[src/kpts_pkg.sv]
// ----------------------------------------------------------------------------
// kpts_pkg
// Types and constants shared by the keyed port transfer sequencer, its
// port checker and its test bench.
// ----------------------------------------------------------------------------
package kpts_pkg;

	// Item commands
	typedef enum logic [1:0] {
		CMD_START_READ  = 2'd0,
		CMD_START_WRITE = 2'd1,
		CMD_LOAD_BYTE   = 2'd2,
		CMD_POLL_TICK   = 2'd3
	} command_t;

	// Result outcome codes
	typedef enum logic [1:0] {
		OUTCOME_NONE      = 2'd0,
		OUTCOME_COMPLETED = 2'd1,
		OUTCOME_TIMEOUT   = 2'd2,
		OUTCOME_REJECTED  = 2'd3
	} outcome_t;

	// Transfer phase
	typedef enum logic [1:0] {
		PH_IDLE = 2'd0,
		PH_CMD  = 2'd1,
		PH_KEY  = 2'd2,
		PH_DATA = 2'd3
	} phase_t;

	// Configuration register indexes
	typedef logic [1:0] cfg_index_t;
	localparam cfg_index_t CFG_RETRY_LIMIT = 2'd0;
	localparam cfg_index_t CFG_READ_CODE   = 2'd1;
	localparam cfg_index_t CFG_WRITE_CODE  = 2'd2;

	// Configuration reset values
	localparam logic [7:0] RETRY_LIMIT_RESET = 8'd100;
	localparam logic [7:0] READ_CODE_RESET   = 8'h10;
	localparam logic [7:0] WRITE_CODE_RESET  = 8'h11;

	// Expected status low nibbles
	localparam logic [3:0] NIB_CMD_ACK     = 4'hC;
	localparam logic [3:0] NIB_WRITE_READY = 4'h4;
	localparam logic [3:0] NIB_READ_READY  = 4'h5;

	// Number of key bytes sent after the command byte
	localparam logic [5:0] KEY_BYTES = 6'd4;

	typedef struct packed {
		command_t    command;
		logic [31:0] key;
		logic [5:0]  length;
		logic [4:0]  payload_index;
		logic [7:0]  payload_byte;
		logic [7:0]  status_in;
		logic [7:0]  data_in;
	} item_t;

	typedef struct packed {
		logic        port_write_valid;
		logic        to_command_port;
		logic [7:0]  port_write_byte;
		logic        read_valid;
		logic [7:0]  read_byte;
		logic [4:0]  read_position;
		outcome_t    outcome;
		logic        busy_res;
		logic [7:0]  last_status;
	} result_t;

endpackage

[src/kpts_ram.sv]
// ----------------------------------------------------------------------------
// kpts_ram
// Generic single-write, single-read RAM with a registered read port.
// ----------------------------------------------------------------------------
module kpts_ram #(
	parameter int WIDTH = 8,
	parameter int DEPTH = 32,
	localparam int AW = (DEPTH > 1) ? $clog2(DEPTH) : 1
) (
	input  logic             clk,
	input  logic             we,
	input  logic [AW-1:0]    waddr,
	input  logic [WIDTH-1:0] wdata,
	input  logic             re,
	input  logic [AW-1:0]    raddr,
	output logic [WIDTH-1:0] rdata
);

	logic [WIDTH-1:0] mem_q [DEPTH];
	logic [WIDTH-1:0] rdata_q;

	// Write port
	always_ff @(posedge clk) begin
		if (we) begin
			mem_q[waddr] <= wdata;
		end
	end

	// Registered read; hold the last word when not reading
	always_ff @(posedge clk) begin
		if (re) begin
			rdata_q <= mem_q[raddr];
		end
	end

	assign rdata = rdata_q;

endmodule

[src/keyed_port_transfer_sequencer_core.sv]
// ----------------------------------------------------------------------------
// keyed_port_transfer_sequencer_core
// Host-side master for a keyed controller behind a command/status port and a
// data port. Runs key read and key write transfers, one poll tick at a time.
// ----------------------------------------------------------------------------
// Usage:
//   item channel   (item_valid / item_stall / item): start read, start write,
//                  load payload byte or poll tick. Every item yields one word.
//   result channel (result_valid / result_stall / result): one word per item,
//                  in item order, telling what byte to drive, which read byte
//                  was captured and how the transfer ended.
//   cfg channel    (cfg_valid / cfg_ready / cfg_index / cfg_data): writes the
//                  retry limit and the two command codes; always ready.
//   Pipeline: the result word passes through the payload RAM stage and
//   the output register before it is presented.
//   Throughput: one item per cycle while item_stall is low; transfer
//   control updates in the accept cycle and the payload RAM read is
//   pipelined behind it.
//   Reset clears the transfer to idle, loads the register reset values and
//   empties the pipeline; the payload RAM is not cleared.
//   While result_stall is high the output word holds, one more word waits in
//   the RAM stage, and item_stall rises once both are occupied.
// ----------------------------------------------------------------------------
module keyed_port_transfer_sequencer_core #(
	parameter int MAX_PAYLOAD = 32
) (
	input  logic                clk,
	input  logic                arst_n,
	// item channel
	input  logic                item_valid,
	output logic                item_stall,
	input  kpts_pkg::item_t     item,
	// result channel
	output logic                result_valid,
	input  logic                result_stall,
	output kpts_pkg::result_t   result,
	// configuration channel
	input  logic                cfg_valid,
	output logic                cfg_ready,
	input  kpts_pkg::cfg_index_t cfg_index,
	input  logic [7:0]          cfg_data
);

	import kpts_pkg::*;

	localparam int AW = (MAX_PAYLOAD > 1) ? $clog2(MAX_PAYLOAD) : 1;
	localparam logic [7:0] MAX_LEN = 8'(MAX_PAYLOAD);

	// Configuration registers
	logic [7:0] retry_limit_q;
	logic [7:0] read_code_q;
	logic [7:0] write_code_q;

	// Transfer state
	phase_t      phase_q, phase_nx;
	logic [3:0]  expect_q, expect_nx;
	logic [7:0]  polls_q, polls_nx;
	logic [5:0]  pos_q, pos_nx;
	logic [31:0] key_q, key_nx;
	logic [5:0]  len_q, len_nx;
	logic        wr_q, wr_nx;

	// Stage 1 and output stage
	logic        valid_s1;
	result_t     res_s1;
	logic        use_ram_s1;
	logic        result_valid_q;
	result_t     result_q;

	logic        accept;
	logic        advance_out;
	logic        advance_s1;
	result_t     res_nx;
	logic        use_ram_nx;
	result_t     res_merged;

	logic          ram_we;
	logic          ram_re;
	logic [AW-1:0] ram_waddr;
	logic [AW-1:0] ram_raddr;
	logic [7:0]    ram_rdata;

	// Handshakes
	assign advance_out  = !result_valid_q || !result_stall;
	assign advance_s1   = valid_s1 && advance_out;
	assign item_stall   = valid_s1 && !advance_out;
	assign accept       = item_valid && !item_stall;
	assign cfg_ready    = 1'b1;
	assign result_valid = result_valid_q;
	assign result       = result_q;

	// Configuration writes
	always_ff @(posedge clk or negedge arst_n) begin
		if (!arst_n) begin
			retry_limit_q <= RETRY_LIMIT_RESET;
			read_code_q   <= READ_CODE_RESET;
			write_code_q  <= WRITE_CODE_RESET;
		end else if (cfg_valid && cfg_ready) begin
			unique case (cfg_index)
				CFG_RETRY_LIMIT: retry_limit_q <= cfg_data;
				CFG_READ_CODE:   read_code_q   <= cfg_data;
				CFG_WRITE_CODE:  write_code_q  <= cfg_data;
				default: ;
			endcase
		end
	end

	// Payload store: loads write, poll ticks read the current position
	assign ram_we    = accept && (item.command == CMD_LOAD_BYTE)
		&& ({3'b000, item.payload_index} < MAX_LEN);
	assign ram_waddr = AW'(item.payload_index);
	assign ram_re    = accept && (item.command == CMD_POLL_TICK);
	assign ram_raddr = AW'(pos_q);

	kpts_ram #(
		.WIDTH(8),
		.DEPTH(MAX_PAYLOAD)
	) u_payload_ram (
		.clk   (clk),
		.we    (ram_we),
		.waddr (ram_waddr),
		.wdata (item.payload_byte),
		.re    (ram_re),
		.raddr (ram_raddr),
		.rdata (ram_rdata)
	);

	// Transfer state registers
	always_ff @(posedge clk or negedge arst_n) begin
		if (!arst_n) begin
			phase_q  <= PH_IDLE;
			expect_q <= '0;
			polls_q  <= '0;
			pos_q    <= '0;
			key_q    <= '0;
			len_q    <= '0;
			wr_q     <= 1'b0;
		end else if (accept) begin
			phase_q  <= phase_nx;
			expect_q <= expect_nx;
			polls_q  <= polls_nx;
			pos_q    <= pos_nx;
			key_q    <= key_nx;
			len_q    <= len_nx;
			wr_q     <= wr_nx;
		end
	end

	// Next transfer state and result word for the offered item
	always_comb begin
		logic [5:0] pos_inc;
		logic [3:0] data_nib;
		phase_nx   = phase_q;
		expect_nx  = expect_q;
		polls_nx   = polls_q;
		pos_nx     = pos_q;
		key_nx     = key_q;
		len_nx     = len_q;
		wr_nx      = wr_q;
		res_nx     = '0;
		use_ram_nx = 1'b0;
		pos_inc    = pos_q + 6'd1;
		data_nib   = wr_q ? NIB_WRITE_READY : NIB_READ_READY;

		unique case (item.command)
			CMD_START_READ, CMD_START_WRITE: begin
				if (phase_q != PH_IDLE || {2'b00, item.length} > MAX_LEN) begin
					res_nx.outcome = OUTCOME_REJECTED;
				end else begin
					wr_nx  = (item.command == CMD_START_WRITE);
					key_nx = item.key;
					len_nx = item.length;
					pos_nx = '0;
					res_nx.port_write_valid = 1'b1;
					res_nx.to_command_port  = 1'b1;
					res_nx.port_write_byte  = (item.command == CMD_START_WRITE)
						? write_code_q : read_code_q;
					phase_nx  = PH_CMD;
					expect_nx = NIB_CMD_ACK;
					polls_nx  = retry_limit_q;
				end
			end
			CMD_LOAD_BYTE: ;
			CMD_POLL_TICK: begin
				if (phase_q != PH_IDLE) begin
					if (item.status_in[3:0] == expect_q) begin
						unique case (phase_q)
							PH_CMD: begin
								res_nx.port_write_valid = 1'b1;
								res_nx.port_write_byte  = key_q[31:24];
								pos_nx    = 6'd1;
								phase_nx  = PH_KEY;
								expect_nx = NIB_WRITE_READY;
								polls_nx  = retry_limit_q;
							end
							PH_KEY: begin
								res_nx.port_write_valid = 1'b1;
								if (pos_q < KEY_BYTES) begin
									case (pos_q[1:0])
										2'd1:    res_nx.port_write_byte = key_q[23:16];
										2'd2:    res_nx.port_write_byte = key_q[15:8];
										2'd3:    res_nx.port_write_byte = key_q[7:0];
										default: res_nx.port_write_byte = key_q[31:24];
									endcase
									pos_nx    = pos_inc;
									expect_nx = NIB_WRITE_READY;
									polls_nx  = retry_limit_q;
								end else begin
									res_nx.port_write_byte = {2'b00, len_q};
									pos_nx = '0;
									if (len_q == '0) begin
										phase_nx       = PH_IDLE;
										res_nx.outcome = OUTCOME_COMPLETED;
									end else begin
										phase_nx  = PH_DATA;
										expect_nx = data_nib;
										polls_nx  = retry_limit_q;
									end
								end
							end
							PH_DATA: begin
								if (wr_q) begin
									// byte comes from the RAM read issued now
									res_nx.port_write_valid = 1'b1;
									use_ram_nx = 1'b1;
								end else begin
									res_nx.read_valid    = 1'b1;
									res_nx.read_byte     = item.data_in;
									res_nx.read_position = pos_q[4:0];
								end
								pos_nx = pos_inc;
								if (pos_inc >= len_q) begin
									phase_nx       = PH_IDLE;
									res_nx.outcome = OUTCOME_COMPLETED;
								end else begin
									expect_nx = data_nib;
									polls_nx  = retry_limit_q;
								end
							end
							default: ;
						endcase
					end else if (polls_q == '0) begin
						phase_nx           = PH_IDLE;
						res_nx.outcome     = OUTCOME_TIMEOUT;
						res_nx.last_status = item.status_in;
					end else begin
						polls_nx = polls_q - 8'd1;
					end
				end
			end
			default: ;
		endcase

		res_nx.busy_res = (phase_nx != PH_IDLE);
	end

	// Stage 1 valid
	always_ff @(posedge clk or negedge arst_n) begin
		if (!arst_n) begin
			valid_s1 <= 1'b0;
		end else if (accept) begin
			valid_s1 <= 1'b1;
		end else if (advance_s1) begin
			valid_s1 <= 1'b0;
		end
	end

	// Stage 1 payload; hold while stalled
	always_ff @(posedge clk) begin
		if (accept) begin
			res_s1     <= res_nx;
			use_ram_s1 <= use_ram_nx;
		end
	end

	// Merge the RAM read byte into the word
	always_comb begin
		res_merged = res_s1;
		if (use_ram_s1) begin
			res_merged.port_write_byte = ram_rdata;
		end
	end

	// Output register valid
	always_ff @(posedge clk or negedge arst_n) begin
		if (!arst_n) begin
			result_valid_q <= 1'b0;
		end else if (advance_out) begin
			result_valid_q <= valid_s1;
		end
	end

	// Output register payload
	always_ff @(posedge clk) begin
		if (advance_s1) begin
			result_q <= res_merged;
		end
	end

endmodule

[config.mk]
export PLATFORM = sky130hd
export DESIGN_NAME = keyed_port_transfer_sequencer_core
export DESIGN_NICKNAME = d
export VERILOG_FILES = /design/src/kpts_pkg.sv /design/src/kpts_ram.sv /design/src/keyed_port_transfer_sequencer_core.sv
export SDC_FILE = /design/constraint.sdc
export NUM_CORES = 1
export LEC_CHECK = 0
export BUFFER_PORTS_ARGS = -buffer_cell sky130_fd_sc_hd__clkbuf_2
export CORE_UTILIZATION = 62
export CTS_BUF_LIST = sky130_fd_sc_hd__clkbuf_8
export CTS_CLUSTER_DIAMETER = 150
export DETAILED_ROUTE_END_ITERATION = 10
export HOLD_SLACK_MARGIN = 0.08
export PLACE_DENSITY = 0.91
export SKIP_CTS_REPAIR_TIMING = 1
export SYNTH_ARGS = -nofsm -noshare
export SYNTH_HDL_FRONTEND = slang
export SYNTH_SLANG_ARGS = --single-unit
[constraint.sdc]
create_clock -name clk -period 4.9 [get_ports clk]
set_input_delay 0.245 -clock clk [delete_from_list [all_inputs] [get_ports clk]]
set_output_delay 0.245 -clock clk [all_outputs]
set_load 0.01 [all_outputs]
# Word-level counts from Yosys, hierarchy flattened
# Memories as Yosys holds them, arrays and structs flattened. A register that Yosys moved wholly into a read port is not among the register bits.
# Cells that the tools add are included.
[word_totals]
word_cells = 157
regBits = 156
mem_bits_rw = 256
mem_count = 1
input_bits = 84
[memory_table]
columns = ["memory", "words", "word_bits", "read_ports", "rd_ports_with_merged_regs", "wr", "line", "rtl"]
rows = [
  ["u_payload_ram.mem_q", 32, 8, 1, 1, 1, "kpts_ram.sv:19", "logic [WIDTH-1:0] mem_q [DEPTH];"],
]
[classes]
muxes = 61
bitwise = 6
magnitude_cmp = 3
eq_ne = 22
reduce_logical = 31
add_sub_neg = 2
[op_table]
columns = ["operator", "n"]
rows = [
  ["$mux 8", 10],
  ["$pmux 8 s2", 3],
  ["$pmux 8 s3", 2],
  ["$mux 14", 2],
  ["$mux 24", 1],
  ["$mux 4", 6],
  ["$mux 6", 4],
  ["$mux 22", 1],
  ["$mux 2", 10],
  ["$pmux 6 s3", 1],
  ["$reduce_and 8->1", 2],
  ["$eq 2x2->1 const B", 7],
  ["$pmux 2 s2", 3],
  ["$pmux 4 s3", 1],
  ["$pmux 6 s2", 1],
  ["$mux 1", 11],
  ["$mux 10", 1],
  ["$eq 2x1->1 const B", 4],
  ["$logic_not 8->1", 1],
  ["$ne 4x4->1 const B", 2],
  ["$pmux 4 s2", 1],
  ["$reduce_bool 2->1", 4],
  ["$sub 8x1->8 const B", 1],
  ["$add 6x1->6 const B", 1],
  ["other kinds (25)", 45],
]

# Longest topological paths before layout
# Gate-level depths: netlist of run 1.
[logic_depth]
depth_word = 9
mapped_depth = 14
depth_no_buf = 10

# Cells and area by module
# A second synthesis of run 1 with hierarchy kept.
[unflattened]
cells_unflattened = 923
area_unflattened_um2 = 16970.0
[modules_own_cells]
columns = ["mod", "n_inst", "cells_per_inst", "area_each_um2"]
rows = [
  ["kpts_ram", 1, 417, 10133.5],
  ["keyed_port_transfer_sequencer_core", 1, 506, 6836.6],
]

# Worst setup path after synthesis of run 1
# Ideal clock, no wire load.
[synth_timing]
path_kind = "register to register"
start = "register result_valid_q, in the netlist result_valid"
end = "register result_q, in the netlist result[0], enable pin"
arrival_time_ns = 2.996
path_slack_ns = 1.423
stages_incl_launch_ff = 2
period_less_slack_ns = 3.477
n_path_buf = 0
setup_ns = 0.481
cell_sequence = "dfrtp_1 a21boi_0"
[synth_via]
elab_chain_len = 3
[synth_lines]
columns = ["element", "line", "rtl"]
rows = [
  ["start, declared", "keyed_port_transfer_sequencer_core.sv:67", "logic result_valid_q;"],
  ["start signal, assigned", "keyed_port_transfer_sequencer_core.sv:289", "result_valid_q <= valid_s1;"],
  ["$logic_not 1->1", "keyed_port_transfer_sequencer_core.sv:84", "assign advance_out = !result_valid_q || !result_stall;"],
  ["$logic_or 1x1->1", "keyed_port_transfer_sequencer_core.sv:84", ""],
  ["$logic_and 1x1->1", "keyed_port_transfer_sequencer_core.sv:85", "assign advance_s1 = valid_s1 && advance_out;"],
  ["net advance_s1", "keyed_port_transfer_sequencer_core.sv:72", "logic advance_s1;"],
  ["end signal, assigned", "keyed_port_transfer_sequencer_core.sv:296", "result_q <= res_merged;"],
  ["end, declared", "keyed_port_transfer_sequencer_core.sv:68", "result_t result_q;"],
]
# The timed path passes the listed nets, and every way through them passes these cells.
# A chain may end at the register's enable or synchronous reset.

# Worst setup path after layout of run 1
[layout_timing]
start = "register pos_q[0]"
end = "register polls_q[1]"
[layout_via]
elab_chain_len = 6
word_cells_on_any_way = 11
classes_between = "1 x add/sub; 2 x order compare; 2 x eq/ne; 5 x mux; 1 x reduce/logical"
[layout_lines]
columns = ["element", "line", "rtl"]
rows = [
  ["start, declared", "keyed_port_transfer_sequencer_core.sv:58", "logic [5:0] pos_q, pos_nx;"],
  ["start signal, assigned", "keyed_port_transfer_sequencer_core.sv:142", "pos_q <= pos_nx;"],
  ["parallel branches: the longest is 6 deep, another holds $add 6x1->6", "-", ""],
  ["end signal, assigned", "keyed_port_transfer_sequencer_core.sv:141", "polls_q <= polls_nx;"],
  ["end, declared", "keyed_port_transfer_sequencer_core.sv:57", "logic [7:0] polls_q, polls_nx;"],
]
# Several ways; the timed one is not identified. The select of a mux whose other input is x is not followed.

==> results of run 1 <==
-- through the flow --
stage / setup slack [ns] / cell area (um^2)
floorplan: 1.42 / 17100
global placement: 1.42 / 18000
detailed placement: 1.30 / 18000
CTS: 1.22 / 19300
global route: 0.878 / 19900
finish: 1.17 / 19900
-- metal layers --
layer / vias to the layer above / GRT usage, % / part of all wire (%)
met2: 696 / 43.6 / 50
met5: - / 0 / 0
met3: 157 / 5.36 / 9.2
met4: 0 / 11.1 / 4.5
li1: 4416 / - / -
met1: 5118 / 35.8 / 37
-- area by class of cell --
| cell class | instances | share of cell area [%] |
|---|---|---|
| clock buffers | 71 | 4.90 |
| clock inverters | 51 | 1.64 |
| inverters | 25 | 0.471 |
| multi-input cells | 513 | 23.1 |
| flip-flops and latches | 419 | 61.1 |
| well taps | 341 | 2.14 |
| repair buffers | 195 | 6.69 |
-- tightest hold or removal path, cell delays in order --
cell and delay (ns):
clkbuf_2 0.09, nor3b_1 0.16, mux2_2 0.27
-- Yosys cell counts, drive strengths merged (7+ instances only) --
cell type,count,area (um^2)
a21boi,9,67.6
a21oi,13,65.1
a222oi,14,140
and2,20,125
buf,31,169
clkbuf,19,71.3
dfrtp,78,1950
edfxtp,335,10100
ha,15,188
inv,24,90.1
mux2,73,822
mux2i,62,621
mux4,40,901
nand2,28,105
nand2b,12,75.1
nand3,7,35.0
nand3b,7,52.6
nor2,48,180
nor2b,11,71.3
nor3,12,60.1
nor4,7,80.1
o21ai,21,109
o221ai,21,184
o22ai,24,150
o31ai,12,100
-- cells by family after synthesis --
family	synth area share [%]
buf+inv	1.95
fa+ha+maj	1.10
flops	71.2
xor+xnor	0.359
compound gates	6.21
mux	13.7
simple gates	5.48
other cells	0.0219
-- power by group --
group | internal [mW] | switching [mW] | leakage (nW)
Combinational | 0.626 | 0.668 | 2.34
Clock | 1.52 | 1.39 | 0.753
Sequential | 4.15 | 0.247 | 4.08
-- placed cells by master (no fill, tap or decap), types with 8 or more instances in the layout --
cell	synthesis	final
mux2_2	73	73
inv_1	23	47
and2_1	20	20
a21oi_1	13	13
o31ai_1	10	10
mux2i_1	62	62
mux4_2	40	40
buf_4	6	9
clkinv_1	1	12
ha_1	15	15
clkbuf_8	0	71
o22ai_1	24	24
nor3_1	12	12
nor2_1	48	48
clkbuf_2	0	119
o21ai_0	15	15
nor2b_1	10	10
dlygate4sd3_1	0	67
a222oi_1	14	14
nand2b_1	12	12
dfrtp_1	78	76
o221ai_1	21	21
a21boi_0	9	8
nand2_1	28	28
edfxtp_1	335	335
-- state kept, by name, summed over array words and instances (netlist names), 27 cells and up --
signal and flops:
key_q 32, result 35, u_payload_ram.mem_q 256, res_merged 27
-- worst max path at each step --
stage | to | start | cells past startpoint
detailed placement | polls_q[5] | pos_q[0] | 10
CTS | polls_q[5] | pos_q[0] | 10
finish | polls_q[1] | pos_q[0] | 10
floorplan | result[0] | result_valid | 1
global placement | polls_q[7] | pos_q[0] | 10
global route | polls_q[1] | pos_q[0] | 10
==> summary.txt, run 1 <==
Area Overhead vs Synth - 16.6%
CP Buf/Inv Count - 0
Placed Instances - 1426
Worst hold slack - 0.206 ns
Multi-input gate area - 0.00461 mm^2
1st-pass router iterations - 7
CTS buffer count - 67
Hold path startpoint - cfg_index[1]
Fraction of registers with async set/reset - 20.0%
CTS Sinks - 419
Worst EP arrival - 4.18 ns
CTS Root Cell - clkbuf_8
Overall routing resource usage - 26.8%
Max-cap viol count - 0
Fin. max-slew vios - 0
Placer congestion estimate - 0.945
Fillers - 1458
Yosys reg bits - 419
Die Wd - 168 um
Crit Reg-Reg Startpoint - pos_q[0]
Crit-path slowest cell - dfrtp_4
First-pass GRT wire length - 56.9 mm
Placeable Area - 0.0270 mm^2
Max incr delay on CP - 0.67 ns
CP dominant cell by count - ha_1
Worst R2R Path Depth - 10
WP data required - 5.35 ns
Main flop type after synthesis - edfxtp_1
Setup TNS Final - 0 ns
Antenna Cells - 0
Final Hold Viols - 0
Vias in the first global route - 10100
Die area - 0.0282 mm^2
CP Class - flip-flop to flip-flop
Seq. cell area - 0.0122 mm^2
HPWL Detailed - 23.5 mm
Peak supply drop - 0.331 mV
Reg clk slew, reported paths - 0.07 ns
Nets@finish - 1320
Syn_nets - 1106
Clock Path Buffers - 3
Layout cells sized above 1 - 27.6%
DRT iter0 DRCs - 1415
Pin count of the biggest net entering global routing - 85
CP top delay family - simple AND/OR/NAND/NOR gates
LEAKAGE - 7.18 nW
Critical-path cell list - ha_1 -> nand3_1 -> xnor2_1 -> ha_1 -> nand4_1 -> or2_2 -> o221ai_1 -> o311a_4 -> or2_0 -> o22ai_1
Cell count after synthesis - 1007
Critical path peak fanout - 23
Initial antenna violation count - 0
Achievable Freq - 0.268 GHz
Hold Crit Depth - 3
Ports - 122
Power per cell area - 431 mW/mm^2
CTS tree - done
Gr ovfl total - 0
Die height - 168 um
# rows - 60
Mapped Area - 0.0171 mm^2
Slew @ Worst Pin - 1.26 ns
Routed wire per std cell - 24.6 um
Clk_skew - 0.0360 ns
Unrepaired setup endpoints after global routing - no
Slew HR - 15.9%
Sequential-to-total area share from yosys stat - 71.2%
# DRC - 0
CP Capture Type - flip-flop
Synth unique cells - 65
Post-synth EDFFs - 335
Total chip power - 8.60 mW
Final min period - 3.73 ns
Routed Antenna Nets - 0
Reg-to-Reg End - polls_q[1]
Period utilization - 76.1%
Routed vias - 10400
Hold crit path type - input pin to flip-flop
Final std cells w/o fill - 1615
Synthesis warning total - 0
H-tree levels - 3
Hold path endpoint - retry_limit_q[2]
Routed WL - 39.8 mm
Outcome - complete, no violations
# port buffers - 120
Via density - 6.43
Avg Inst Size Synth - 17.0 um^2
Worst setup SP type - flip-flop
Worst reg2reg setup slack - 1.17 ns
Clock Latency Late Sink - 0.60 ns
Setup Viol. Count Final - 0
Final Util - 73.8%
Initial Util - 63.3%
(Power assumes the default switching activity.)
==> run 2, diff against run 1 <==
==> constraint.sdc (replaced) <==
create_clock -name clk -period 3.9 [get_ports clk]
set_input_delay 0.195 -clock clk [delete_from_list [all_inputs] [get_ports clk]]
set_output_delay 0.195 -clock clk [all_outputs]
set_load 0.01 [all_outputs]
==> run 2 against run 1 <==
Global-route usage is 0.29 points higher. Power rose by 25%. Fmax up 12%. Via count shrank 0.49%. Count of clock-buffer cells in the layout decreased by 3. Register-to-register slack got worse by 0.59 ns. Critical path depth decreased by 4. Critical path type unchanged. Critical endpoint is now u_payload_ram.rdata[6].
==> summary.txt, run 2 (same netlist as run 1, synthesis figures left out) <==
Nets@finish - 1323 (was 1320)
Worst setup SP type - flip-flop (unchanged)
Cell Int Power - 7.85 mW (was 6.30 mW)
Gr ovfl total - 0 (unchanged)
Clk pwr share - 33.4% (was 33.8%)
DRT iter0 DRCs - 1438 (was 1415)
Hold crit path type - input pin to flip-flop (unchanged)
CTS tree - done (unchanged)
Switching share of power - 26.8% (about the same)
Max FFs per register - 256 (unchanged)
Unrepaired setup endpoints after global routing - no (unchanged)
Die height - 168 um (unchanged)
Worst reg2reg setup slack - 0.58 ns (was 1.17 ns)
Sw power - 2.88 mW (was 2.30 mW)
Commonest non-fill, non-tap cells in the layout - edfxtp_1 (335), clkbuf_2 (119), dfrtp_1 (76) (unchanged)
Slew HR - 17.4% (was 15.9%)
Initial antenna violation count - 0 (unchanged)
Placer congestion estimate - 0.940 (was 0.945)
Most common cell after layout, fill and taps aside - edfxtp_1 (unchanged)
CTS Root Cell - clkbuf_8 (unchanged)
Crit-path slowest cell - buf_4 (was dfrtp_4)
Setup TNS Final - 0 ns (unchanged)
Setup Viol. Count Final - 0 (unchanged)
Die Wd - 168 um (unchanged)
Via density - 6.42 (was 6.43)
Pin count of the biggest net entering global routing - 85 (unchanged)
Sequential Power Share - 51.2% (about the same)
Clock Latency Late Sink - 0.61 ns (was 0.60 ns)
Final min period - 3.32 ns (was 3.73 ns)
Multi-input gate area - 0.00461 mm^2 (unchanged)
HPWL Detailed - 23.9 mm (was 23.5 mm)
Reg clk slew, reported paths - 0.07 ns (about the same)
Fillers - 1436 (was 1458)
Final Util - 73.6% (was 73.8%)
Largest Register - u_payload_ram.mem_q (unchanged)
Worst setup margin - 0.582 ns (was 1.17 ns)
Routed Antenna Nets - 0 (unchanged)
Critical-path cell list - buf_4 -> buf_4 -> mux2i_1 -> o22ai_1 -> o311ai_0 -> o31ai_1 (was ha_1 -> nand3_1 -> xnor2_1 -> ha_1 -> nand4_1 -> or2_2 -> o221ai_1 -> o311a_4 -> or2_0 -> o22ai_1)
Routed vias - 10300 (was 10400)
Vias in the first global route - 10100 (about the same)
Routed wire per std cell - 25.0 um (was 24.6 um)
Ports - 122 (unchanged)
Seq. cell area - 0.0122 mm^2 (unchanged)
Overall routing resource usage - 27.1% (was 26.8%)
Peak supply drop - 0.432 mV (was 0.331 mV)
1st-pass router iterations - 6 (was 7)
Clk_skew - 0.0385 ns (was 0.0360 ns)
Period utilization - 85.1% (was 76.1%)
H-tree levels - 3 (unchanged)
CP Class - flip-flop to flip-flop (unchanged)
First-pass GRT wire length - 56.8 mm (was 56.9 mm)
Area Overhead vs Synth - 16.4% (was 16.6%)
CP Capture Type - flip-flop (unchanged)
Slew @ Worst Pin - 1.24 ns (was 1.26 ns)
Critical path peak fanout - 60 (was 23)
LEAKAGE - 7.16 nW (was 7.18 nW)
Fin. max-slew vios - 0 (unchanged)
CTS Sinks - 419 (unchanged)
Initial Util - 63.3% (unchanged)
# rows - 60 (unchanged)
Die area - 0.0282 mm^2 (unchanged)
# DRC - 0 (unchanged)
Clock Path Buffers - 3 (unchanged)
Max incr delay on CP - 0.83 ns (was 0.67 ns)
Logic pwr share - 15.5% (was 15.0%)
Final Hold Viols - 0 (unchanged)
Placeable Area - 0.0270 mm^2 (unchanged)
# port buffers - 120 (unchanged)
Achievable Freq - 0.301 GHz (was 0.268 GHz)
WP data required - 4.20 ns (was 5.35 ns)
Layout cells sized above 1 - 28.0% (was 27.6%)
CTS buffer count - 66 (was 67)
Routed WL - 40.3 mm (was 39.8 mm)
Max-cap viol count - 0 (unchanged)
Pre-CTS setup slack - 0.709 ns (was 1.30 ns)
Outcome - complete, no violations (unchanged)
Power per cell area - 539 mW/mm^2 (was 431 mW/mm^2)
Worst EP arrival - 3.61 ns (was 4.18 ns)
Antenna Cells - 0 (unchanged)
CP dominant cell by count - buf_4 (was ha_1)
[run 2: changes by cell type in the layout (fill, tap and decap cells not counted), moves of 2 or more]
cell and change:
inv_1 -5, buf_4 +4, clkinv_8 -2, inv_8 +3, clkinv_1 -3, clkbuf_8 -3
clkinv_2 +3
[run 2: power by group through the flow]
| stage | logic, mW | clock network (mW) | registers, mW |
|---|---|---|---|
| 2_1_floorplan | 1.15 | 0 | 5.47 |
| 3_3_place_gp | 1.50 | 0 | 5.51 |
| 3_5_place_dp | 1.56 | 0 | 5.54 |
| 4_1_cts | 1.57 | 3.58 | 5.46 |
| 5_1_grt | 1.77 | 3.80 | 5.51 |
| 6_report | 1.66 | 3.58 | 5.49 |
[run 2: through the flow]
stage | cell area, um^2 | hold slack, ns | total power [mW] | std cells
6_report | 19900 | 0.135 | 10.7 | 1611
5_1_grt | 19900 | 0.136 | 11.1 | 1611
4_1_cts | 19200 | -0.205 | 10.6 | 1544
3_5_place_dp | 18000 | 0.405 | 7.10 | 1430
3_3_place_gp | 18000 | 0.402 | 7.01 | 1430
2_1_floorplan | 17100 | -0.101 | 6.61 | 1007
[run 2: cell type report]
cell class	count	share of cell area, %
inverters	25	0.471
clock inverters	46	1.53
well taps	341	2.14
multi-input cells	513	23.1
clock buffers	68	4.70
flip-flops and latches	419	61.2
repair buffers	199	6.85
[run 2: final timing paths]
path,start,to,cells past startpoint
max,pos_q[0],u_payload_ram.rdata[6],6
min,item[68],res_merged[9],3
max reg2reg,pos_q[0],u_payload_ram.rdata[6],6
min reg2reg,res_merged[11],result[11],0
max in group asynchronous,arst_n,pos_q[0],2
min in group asynchronous,arst_n,valid_s1,2
[run 2: metal layers]
metal	global-route usage, %	part of all wire [%]	vias up
met5	0	0	-
met4	11.0	4.0	0
met3	5.52	8.6	128
met2	44.9	50	686
met1	35.4	37	5108
li1	-	-	4414
[run 2: worst max-delay path, delay by kind of cell, from the launching register on]
kind | cells | cell delay (ns)
buffers and inverters | 2 | 1.43
AOI/OAI and AO/OA | 3 | 0.79
DFF | 1 | 0.44
muxes | 1 | 0.24
==> run 3, diff against run 2 <==
--- a/config.mk
+++ b/config.mk
@@ -6,12 +6,14 @@
 export NUM_CORES = 1
 export LEC_CHECK = 0
 export BUFFER_PORTS_ARGS = -buffer_cell sky130_fd_sc_hd__clkbuf_2
-export CORE_UTILIZATION = 62
+export CELL_PAD_IN_SITES_DETAIL_PLACEMENT = 1
+export CELL_PAD_IN_SITES_GLOBAL_PLACEMENT = 1
+export CORE_UTILIZATION = 53
 export CTS_BUF_LIST = sky130_fd_sc_hd__clkbuf_8
 export CTS_CLUSTER_DIAMETER = 150
 export DETAILED_ROUTE_END_ITERATION = 10
 export HOLD_SLACK_MARGIN = 0.08
-export PLACE_DENSITY = 0.91
+export PLACE_DENSITY = 0.9
 export SKIP_CTS_REPAIR_TIMING = 1
 export SYNTH_ARGS = -nofsm -noshare
 export SYNTH_HDL_FRONTEND = slang
==> run 3 against run 2 <==
Hold slack got worse by 0.0039 ns. Count of clock-buffer cells in the layout grew 7. Non-clock buffer count grew 4. Routed wire length rose by 16%. Utilization down 10 points. Flip-flop and latch count unchanged. Worst setup slack worse by 0.41 ns. Sequential power grew 0.7%.
==> summary.txt, run 3 (same netlist as run 1, synthesis figures left out) <==
Slew @ Worst Pin - 1.20 ns (was 1.24 ns)
# DRC - 0 (unchanged)
Worst R2R Path Depth - 10 (was 6)
Achievable Freq - 0.268 GHz (was 0.301 GHz)
Hold crit path type - input pin to async pin (was input pin to flip-flop)
Vias in the first global route - 10800 (was 10100)
Design Area, Final - 0.0201 mm^2 (was 0.0199 mm^2)
Crit-path slowest cell - dfrtp_4 (was buf_4)
Worst EP arrival - 4.15 ns (was 3.61 ns)
Most common cell after layout, fill and taps aside - edfxtp_1 (unchanged)
WP data required - 4.32 ns (was 4.20 ns)
Reg-to-Reg End - polls_q[0] (was u_payload_ram.rdata[6])
# port buffers - 120 (unchanged)
Outcome - complete, no violations (unchanged)
Placer congestion estimate - 0.934 (was 0.940)
1st-pass router iterations - 6 (unchanged)
Slew HR - 19.9% (was 17.4%)
Placed Area - 0.0181 mm^2 (was 0.0180 mm^2)
Routed vias - 10500 (was 10300)
Routed Antenna Nets - 0 (unchanged)
Gr ovfl total - 0 (unchanged)
Power per cell area - 546 mW/mm^2 (was 539 mW/mm^2)
Fin. max-slew vios - 0 (unchanged)
Worst hold slack - 0.131 ns (was 0.135 ns)
Final Hold Viols - 0 (unchanged)
Clock Path Buffers - 3 (unchanged)
CTS Root Cell - clkbuf_8 (unchanged)
Fillers - 2796 (was 1436)
Largest Register - u_payload_ram.mem_q (unchanged)
Max-cap viol count - 0 (unchanged)
Unrepaired setup endpoints after global routing - no (unchanged)
Ports - 122 (unchanged)
Layout cells sized above 1 - 28.3% (was 28.0%)
CP Class - flip-flop to flip-flop (unchanged)
Max FFs per register - 256 (unchanged)
CTS Sinks - 419 (unchanged)
Seq. cell area - 0.0122 mm^2 (unchanged)
Final Util - 63.4% (was 73.6%)
Antenna Cells - 0 (unchanged)
DRT iter0 DRCs - 961 (was 1438)
Peak supply drop - 0.350 mV (was 0.432 mV)
CTS buffer count - 69 (was 66)
Initial antenna violation count - 1 (was 0)
Setup crit start - pos_q[0] (unchanged)
Critical path peak fanout - 10 (was 60)
Setup TNS Final - 0 ns (unchanged)
Nets@finish - 1330 (was 1323)
Via density - 6.21 (was 6.42)
H-tree levels - 3 (unchanged)
Routed WL - 46.9 mm (was 40.3 mm)
Reg clk slew, reported paths - 0.08 ns (was 0.07 ns)
Routed wire per std cell - 27.8 um (was 25.0 um)
Clk_skew - 0.0434 ns (was 0.0385 ns)
Worst setup margin - 0.173 ns (was 0.582 ns)
Crit Reg-Reg Startpoint - pos_q[0] (unchanged)
CP Capture Type - flip-flop (unchanged)
Commonest non-fill, non-tap cells in the layout - edfxtp_1 (335), clkbuf_2 (119), dfrtp_1 (76) (unchanged)
Period utilization - 95.6% (was 85.1%)
First-pass GRT wire length - 65.2 mm (was 56.8 mm)
Placeable Area - 0.0316 mm^2 (was 0.0270 mm^2)
Final min period - 3.73 ns (was 3.32 ns)
Worst setup SP type - flip-flop (unchanged)
Critical-path cell list - ha_1 -> nand3_1 -> xnor2_1 -> ha_1 -> nand4_1 -> or2_2 -> o221ai_1 -> o311a_4 -> or2_0 -> o22ai_1 (was buf_4 -> buf_4 -> mux2i_1 -> o22ai_1 -> o311ai_0 -> o31ai_1)
Die area - 0.0330 mm^2 (was 0.0282 mm^2)
Pre-CTS setup slack - 0.440 ns (was 0.709 ns)
HPWL Detailed - 28.0 mm (was 23.9 mm)
CP dominant cell by count - ha_1 (was buf_4)
Max incr delay on CP - 0.49 ns (was 0.83 ns)
Die height - 182 um (was 168 um)
Area Overhead vs Synth - 17.3% (was 16.4%)
Crit path to - polls_q[0] (was u_payload_ram.rdata[6])
Worst reg2reg setup slack - 0.17 ns (was 0.58 ns)
Die Wd - 182 um (was 168 um)
CTS tree - done (unchanged)
Multi-input gate area - 0.00461 mm^2 (unchanged)
Setup Viol. Count Final - 0 (unchanged)
Clock Latency Late Sink - 0.62 ns (was 0.61 ns)
LEAKAGE - 7.20 nW (was 7.16 nW)
Pin count of the biggest net entering global routing - 89 (was 85)
Initial Util - 54.0% (was 63.3%)
Overall routing resource usage - 26.6% (was 27.1%)
# rows - 65 (was 60)
==> run 3: metal layers <==
metal,vias up,wire (um),GRT usage [%]
li1,4431,-,-
met1,5353,17900,33.9
met2,548,23800,45.1
met3,146,2980,4.69
met4,0,2230,11.1
met5,-,0,0
==> run 3: critical path, delay by kind of cell (launching register included) <==
family / cells / cell delay [ns]
xor gates and xnor gates: 1 / 0.18
AOI/OAI and AO/OA: 3 / 0.98
and+or+nand+nor: 4 / 1.09
DFF: 1 / 0.49
adders and majority gates: 2 / 0.81
==> run 3: per-stage QoR <==
stage / power (mW) / std cells
after global routing: 11.3 / 1686
after detailed placement: 7.19 / 1495
after CTS: 10.8 / 1619
after floorplan: 6.61 / 1007
after global placement: 7.05 / 1495
final: 10.9 / 1686
==> run 3: how the worst min path moves through the flow <==
stage	start	to	slack, ns	cells after the start
floorplan	arst_n	expect_q[0]	-0.10	0
global placement	arst_n	key_q[10]	0.21	1
detailed placement	arst_n	key_q[2]	0.22	1
CTS	arst_n	key_q[30]	-0.43	1
global route	arst_n	key_q[23]	0.17	2
finish	arst_n	key_q[23]	0.13	2
==> run 3: cell type report <==
class,instances,share of cell area (%)
clock buffer,75,5.15
multi-input combinational,513,23.0
clock inverter,49,1.20
sequential,419,60.7
timing repair buffer,203,7.01
tap,402,2.51
inverter,25,0.468
==> run 3: report_power, final <==
group | switching [mW] | internal [mW]
Clock | 1.81 | 1.85
Sequential | 0.311 | 5.22
Combinational | 0.959 | 0.798
Total | 3.08 | 7.86
